### config.mk
export PLATFORM = sky130hd
export DESIGN_NAME = vfc_addr_unit
export DESIGN_NICKNAME = d
export VERILOG_FILES = /design/src/rtl/core/vfc_pkg.sv /design/src/rtl/core/vfc_addr_unit.sv
export SDC_FILE = /design/constraint.sdc
export NUM_CORES = 1
export LEC_CHECK = 0
export BUFFER_PORTS_ARGS = -buffer_cell sky130_fd_sc_hd__buf_2
export CORE_MARGIN = 2
export CORE_UTILIZATION = 45
export DETAILED_ROUTE_END_ITERATION = 12
export PLACE_DENSITY = 0.7
export SYNTH_ARGS = -nofsm -noshare
export SYNTH_HDL_FRONTEND = slang
export SYNTH_SLANG_ARGS = --single-unit
### constraint.sdc
create_clock -name vclk -period 5
set_input_delay 0.25 -clock vclk [all_inputs]
set_output_delay 0.25 -clock vclk [all_outputs]
set_load 0.02 [all_outputs]
### src/rtl/core/vfc_pkg.sv
// vfc_pkg: shared types, codes and the face kind function of the voxel face culler
// no dependencies; imported by vfc_addr_unit, vfc_voxel_mem and voxel_face_culler
`timescale 1ns / 1ps

package vfc_pkg;

  localparam int VFC_EDGE_CELLS = 16;
  localparam int COORD_W = 5;
  localparam int VOXEL_W = 3;
  localparam int DIR_W = 3;
  localparam int N_FACES = 6;

  // voxel and surface codes
  localparam logic [VOXEL_W-1:0] VOXEL_AIR            = 3'd0;
  localparam logic [VOXEL_W-1:0] VOXEL_DIRT           = 3'd1;
  localparam logic [VOXEL_W-1:0] VOXEL_GRASS          = 3'd4;
  localparam logic [VOXEL_W-1:0] VOXEL_SNOWGRASS      = 3'd5;
  localparam logic [VOXEL_W-1:0] VOXEL_GRASS_SIDE     = 3'd6;
  localparam logic [VOXEL_W-1:0] VOXEL_SNOWGRASS_SIDE = 3'd7;

  // face directions, plus the cell itself for address generation
  localparam logic [DIR_W-1:0] DIR_TOP    = 3'd0;
  localparam logic [DIR_W-1:0] DIR_FRONT  = 3'd1;
  localparam logic [DIR_W-1:0] DIR_BACK   = 3'd2;
  localparam logic [DIR_W-1:0] DIR_RIGHT  = 3'd3;
  localparam logic [DIR_W-1:0] DIR_LEFT   = 3'd4;
  localparam logic [DIR_W-1:0] DIR_BOTTOM = 3'd5;
  localparam logic [DIR_W-1:0] DIR_SELF   = 3'd7;

  // address unit operations
  localparam logic ADDR_OP_CELL  = 1'b0;
  localparam logic ADDR_OP_NEIGH = 1'b1;

  typedef struct packed {
    logic             op;
    logic [DIR_W-1:0] dir;
  } addr_ctl_t;

  function automatic logic [VOXEL_W-1:0] vfc_face_kind(input logic [VOXEL_W-1:0] own,
                                                       input logic [DIR_W-1:0] dir);
    logic [VOXEL_W-1:0] side;
    logic [VOXEL_W-1:0] kind;
    side = own;
    if (own == VOXEL_GRASS) begin
      side = VOXEL_GRASS_SIDE;
    end else if (own == VOXEL_SNOWGRASS) begin
      side = VOXEL_SNOWGRASS_SIDE;
    end
    case (dir)
      DIR_TOP: kind = own;
      DIR_BOTTOM: begin
        kind = (side == VOXEL_GRASS_SIDE || side == VOXEL_SNOWGRASS_SIDE) ? VOXEL_DIRT : side;
      end
      default: kind = side;
    endcase
    return kind;
  endfunction

endpackage

### src/rtl/core/vfc_addr_unit.sv
// vfc_addr_unit: shared address adder of the voxel face culler
// forms the linear cell index from coordinates, or a neighbor index from the base
// depends on vfc_pkg
`timescale 1ns / 1ps

module vfc_addr_unit import vfc_pkg::*; #(
  parameter int EDGE_CELLS = VFC_EDGE_CELLS,
  parameter int ADDR_W = $clog2((EDGE_CELLS + 2) * (EDGE_CELLS + 2) * (EDGE_CELLS + 2))
) (
  input  addr_ctl_t           ctl,
  input  logic [COORD_W-1:0]  x,
  input  logic [COORD_W-1:0]  y,
  input  logic [COORD_W-1:0]  z,
  input  logic [ADDR_W-1:0]   base,
  output logic [ADDR_W-1:0]   addr
);

  localparam int PADDED = EDGE_CELLS + 2;
  localparam int ROW = PADDED;
  localparam int PLANE = PADDED * PADDED;

  logic [ADDR_W-1:0] opnd_a;
  logic [ADDR_W-1:0] opnd_b;
  logic              sub;

  always_comb begin
    opnd_a = base;
    opnd_b = '0;
    sub = 1'b0;
    unique case (ctl.op)
      ADDR_OP_CELL: begin
        opnd_a = ADDR_W'(x) + ADDR_W'(y) * ADDR_W'(ROW);
        opnd_b = ADDR_W'(z) * ADDR_W'(PLANE);
      end
      ADDR_OP_NEIGH: begin
        case (ctl.dir)
          DIR_TOP:    opnd_b = ADDR_W'(ROW);
          DIR_FRONT:  opnd_b = ADDR_W'(PLANE);
          DIR_BACK: begin
            opnd_b = ADDR_W'(PLANE);
            sub = 1'b1;
          end
          DIR_RIGHT:  opnd_b = ADDR_W'(1);
          DIR_LEFT: begin
            opnd_b = ADDR_W'(1);
            sub = 1'b1;
          end
          DIR_BOTTOM: begin
            opnd_b = ADDR_W'(ROW);
            sub = 1'b1;
          end
          default:    opnd_b = '0;
        endcase
      end
      default: begin
        opnd_b = '0;
      end
    endcase
  end

  assign addr = sub ? (opnd_a - opnd_b) : (opnd_a + opnd_b);

endmodule

==> flow_summary.toml, run 1 <==
[yosys]
synth_xor_xnor_area_share_pct = 18.5
synth_top_family_by_area = "adder cells"
synthDistinctLibCells = 54
synthSimpleGateAreaFrac_pct = 22.4
syn_avg_cell_area_sq_um = 7.60
yosysSeqAreaShare_pct = 0
netlist_instances = 221
synth_nets = 287
synth_fa_ha_area_share_pct = 26.7
synth_compound_area_share_pct = 25.7
synth_area_sq_um = 1680
ys.warnings.count = 0
synth_mux_area_share_pct = 1.86

[min_path]
min_path_cells = 4
min_to = "addr[12]"
min_path_type = "input port to output pin"
hold_path.startpoint = "base[12]"

[route]
vias = 1613
firstDrtPassIters = 4
drtAntennaViolNets = 0
drc = 0
drt-wirelength-per-cell_um = 11.2
vias_per_cell = 5.24
postRouteWirelength_um = 3450
first_iter_violations = 36

[critical_path]
cpPeakStageDelay_ns = 0.47
cp-end-kind = "output pin"
critPathMaxFanout = 40
critical_path_class = "input port to output pin"
crit_chain = "buf_2 > or2b_4 > o2111ai_2 > nand2_1 > xnor2_1 > ha_1 > a21o_1 > a221oi_1 > a21oi_1 > nand2_1 > a21oi_1 > xor3_1 > buf_2"
critPathArrivalTime_ns = 3.54
cp.depth = 13
cp.required_ns = 4.75
cpMaxStageDelayCell = "buf_2"
path_buf_inv = 2
cp_top_family = "compound AO/OA/AOI/OAI gates"
worstSetupStartpointType = "input port"

[layout]
n_antenna_cell = 0
regArea_sq_um = 0
layout_commonest_cell = "buf_2"
fillers = 404
layout_common_cells = "buf_2, ha_1, nand2_1"
nFlopsAndLatches = 0
final_nets = 328
post_route_cells_drive_above_1_share_pct = 22.3
area_growth_pct = 14.8
clock_buffers = 0
final-instance-count-excl-fill = 308

[clock_tree]
postCtsSetupBuffers = 0
holdBufCountCts = 0
post_cts_resized = 0

[global_routing]
overflow = 0
grt_antenna_before_repair = 0
grt_max_degree = 41
grt_first_pass_wirelength_um = 6120
grt_pass1_vias = 1454
grt_use_total_pct = 17.3

[floorplanning]
start_util_pct = 46.2
dieWidth_um = 65.1
core_sq_um = 3630
chipHeight_um = 65.1
ios = 45
row_count = 22
die_area_sq_um = 4240

[pwr]
power_density_nw_per_um2 = 228
ir_worst_vdd_v = 0.000146
p_leak_uw = 0.000954

[sta]
max_freq_ghz = 0.264
worst_pin_slew_ns = 0.597
fin_crit_sh_pct = 75.8
post-route-min-period_ns = 3.79
final_max_slew_viol_count = 0
hold_viol_final = 0
relSlewSlack_pct = 60.2
setup_viol = 0
grt_setup_unrepaired = "no"
fin_tns_setup_ns = 0

[placed_design]
place_inst = 308
portBuffers = 45
place.gp.congestion = 0.801
dp.final_hpwl_um = 3050

[status]
run_status = "completed"

[job]
maxCapViolations = 0
[final cells by class]
type | instances | area, sq um | share of cell area, %
inverter | 12 | 45.0 | 2.33
multi-input combinational | 203 | 1600 | 82.9
tap | 48 | 60.1 | 3.11
timing repair buffer | 45 | 225 | 11.7
[worst max-delay path by stage]
stage            from  slack [ns]  endpoint
2_1_floorplan  ctl[3]        1.48  addr[12]
3_3_place_gp   ctl[3]        1.20  addr[12]
3_5_place_dp   ctl[3]        1.20  addr[12]
4_1_cts        ctl[3]        1.19  addr[12]
5_1_grt        ctl[3]        0.89  addr[12]
6_report       ctl[3]        1.21  addr[12]
[stage by stage]
stage	total power [uW]	setup slack [ns]	util, %	hold slack [ns]	cell area (sq um)
after CTS	444	1.19	53.1	0.950	1930
after detailed placement	441	1.20	53.1	0.950	1930
after global routing	491	0.894	53.1	1.00	1930
after global placement	439	1.20	53.1	0.944	1930
after floorplan	333	1.48	-	0.805	1680
final	440	1.21	53.1	0.937	1930
[cell usage after synthesis (4+ instances only)]
library cell / number / share of area (%)
inv_1: 11 / 2.5
nand2b_1: 4 / 1.5
xor2_1: 16 / 8.3
ha_1: 31 / 23
a21o_1: 5 / 2.2
nand2_1: 25 / 5.6
o21ai_0: 16 / 4.8
xnor2_1: 15 / 7.8
nor2b_1: 9 / 3.4
nor2_1: 13 / 2.9
a21oi_1: 13 / 3.9
[cell families (layout without fill, tap and decap cells)]
| logic type | Yosys count | after routing |
|---|---|---|
| AO/OA/AOI/OAI | 61 | 61 |
| XOR/XNOR | 33 | 33 |
| AND/OR/NAND/NOR | 72 | 72 |
| adder cells (fa/ha/maj) | 34 | 34 |
| multiplexers | 3 | 3 |
| buffers and inverters | 18 | 57 |
[layer usage]
| metal | up-vias | part of all wire, % | GRT usage (%) | wire, um |
|---|---|---|---|---|
| li1 | 877 | - | - | - |
| met3 | 0 | 2.2 | 0.171 | 77 |
| met4 | 0 | 0 | 0.521 | 0 |
| met2 | 25 | 47 | 31.3 | 1620 |
| met1 | 711 | 51 | 24.4 | 1750 |
| met5 | - | 0 | 0 | 0 |
[worst min-delay path, delay by kind of cell]
family	cells	cell delay (ns)
xor gates and xnor gates	1	0.13
buffers and inverters	2	0.25
and+or+nand+nor	1	0.05
[where the power goes]
part	internal, uW	switching [uW]
Combinational	183	257
Clock	0	0
Sequential	0	0
Total	183	257
No activity file was read; power rests on OpenSTA's default activity.
==> run 2, diff against run 1 <==
Settings changed: PLACE_DENSITY 0.7 to 0.73.
Clock period 5 ns to 3 ns, I/O delays scaled along.
==> flow_summary.toml, run 2 (synthesis results as in run 1) <==
[floorplanning]
row_count = 22
ios = 45
dieWidth_um = 65.1
core_sq_um = 3630
chipHeight_um = 65.1
start_util_pct = 46.2
die_area_sq_um = 4240

[route]
drc = 0
vias = 2025
firstDrtPassIters = 4
postRouteWirelength_um = 5490
first_iter_violations = 65
drt-wirelength-per-cell_um = 14.5
drtAntennaViolNets = 0
vias_per_cell = 5.34

[pwr]
power_density_nw_per_um2 = 396
ir_worst_vdd_v = 0.000251
pwr-share-clk_pct = 0
total_power_uw = 1120
p_switching_uw = 572
sw_frac_of_total_pct = 51.2
p_leak_uw = 0.00136
power_frac_seq_pct = 0
power.internal_uw = 546
combPwrFrac_pct = 100.0

[sta]
max_freq_ghz = 0.313
post-route-min-period_ns = 3.19
fin_tns_setup_ns = -0.553
hold_viol_final = 0
worst_slack_ns = -0.192
final_max_slew_viol_count = 0
fin_crit_sh_pct = 106
relSlewSlack_pct = 78.9
setup_viol = 4
worst_pin_slew_ns = 0.314
grt_setup_unrepaired = "yes"

[min_path]
min_path_type = "input port to output pin"
min_to = "addr[12]"
min_path_cells = 4
hold_path.startpoint = "base[12]"

[layout]
layout_commonest_cell = "buf_4"
regArea_sq_um = 0
layout_common_cells = "buf_4, buf_2, nand2_1"
nFlopsAndLatches = 0
fin_util_pct = 77.7
area_growth_pct = 67.9
final_nets = 399
n_antenna_cell = 0
post_route_cells_drive_above_1_share_pct = 52.3
clock_buffers = 0

[job]
maxCapViolations = 0

[global_routing]
grt_antenna_before_repair = 0
overflow = 0
grt_use_total_pct = 23.1
grt_pass1_vias = 1919
grt_max_degree = 19
grt_first_pass_wirelength_um = 7990

[placed_design]
dp.final_hpwl_um = 3700
portBuffers = 45
place.gp.congestion = 0.804

[critical_path]
worstSetupStartpointType = "input port"
cp-end-kind = "output pin"
critical_path_class = "input port to output pin"
cp.required_ns = 2.85
critPathArrivalTime_ns = 3.04
critPathMaxFanout = 3

[status]
run_status = "finished, violations left"
violations = "setup timing"
[run 2: changes by cell type in the layout (fill, tap and decap cells not counted), moves of 6 or more]
cell	previous run	this run
a21oi_1	13	7
a21oi_2	0	6
buf_2	45	36
buf_4	0	68
buf_6	0	8
ha_1	31	21
ha_4	0	8
o21ai_0	16	7
o21ai_1	2	9
[run 2: layout make-up]
| class | instances | area (sq um) |
|---|---|---|
| repair buffers | 116 | 838 |
| fillers | 233 | 812 |
| multi-input cells | 203 | 1880 |
| well taps | 48 | 60.1 |
| inverters | 12 | 47.5 |
[run 2: critical path: stages]
cell and delay [ns]:
buf_6 0.10, ha_4 0.23, ha_4 0.16, fa_2 0.55, nand3_2 0.11, nor4_2 0.28
o31a_1 0.17, ha_1 0.24, or4_1 0.50, o21ai_1 0.09, a21oi_1 0.07, xor3_2 0.24
buf_6 0.14
[run 2: power groups by stage]
stage               registers, uW  logic, uW  clock network [uW]
finish                          0       1120                   0
detailed placement              0        932                   0
floorplan                       0        587                   0
global placement                0        911                   0
global route                    0       1200                   0
CTS                             0        999                   0
[run 2: worst max-delay path by stage]
stage,start,to,depth (start not counted)
floorplan,ctl[3],addr[12],14
global placement,y[1],addr[12],13
detailed placement,y[1],addr[12],13
CTS,z[1],addr[12],15
global route,y[4],addr[12],13
finish,y[4],addr[12],13
[run 2: through the flow]
| step | hold WS, ns | instance area (sq um) | setup slack, ns | std cells |
|---|---|---|---|---|
| after floorplan | 0.624 | 1730 | -0.0405 | 221 |
| after global placement | 0.810 | 2470 | -0.240 | 372 |
| after detailed placement | 0.824 | 2470 | -0.315 | 372 |
| after CTS | 0.826 | 2600 | -0.185 | 374 |
| after global routing | 0.804 | 2820 | -0.288 | 379 |
| final | 0.800 | 2820 | -0.192 | 379 |
[run 2: timing repair]
action | in CTS | in global routing
buffers inserted | 2 | 5
hold buffers | 0 | 0
pin swaps | 24 | 28
resized for setup | 32 | 42
endpoints found under the setup margin | 5 | 7
[run 2: per-layer routing]
metal	up-vias	global-route usage, %	part of all wire (%)
met5	-	0	0
met4	0	2.86	2.6
met3	14	1.20	3.2
met2	57	48.1	54
met1	934	26.0	40
li1	1020	-	-
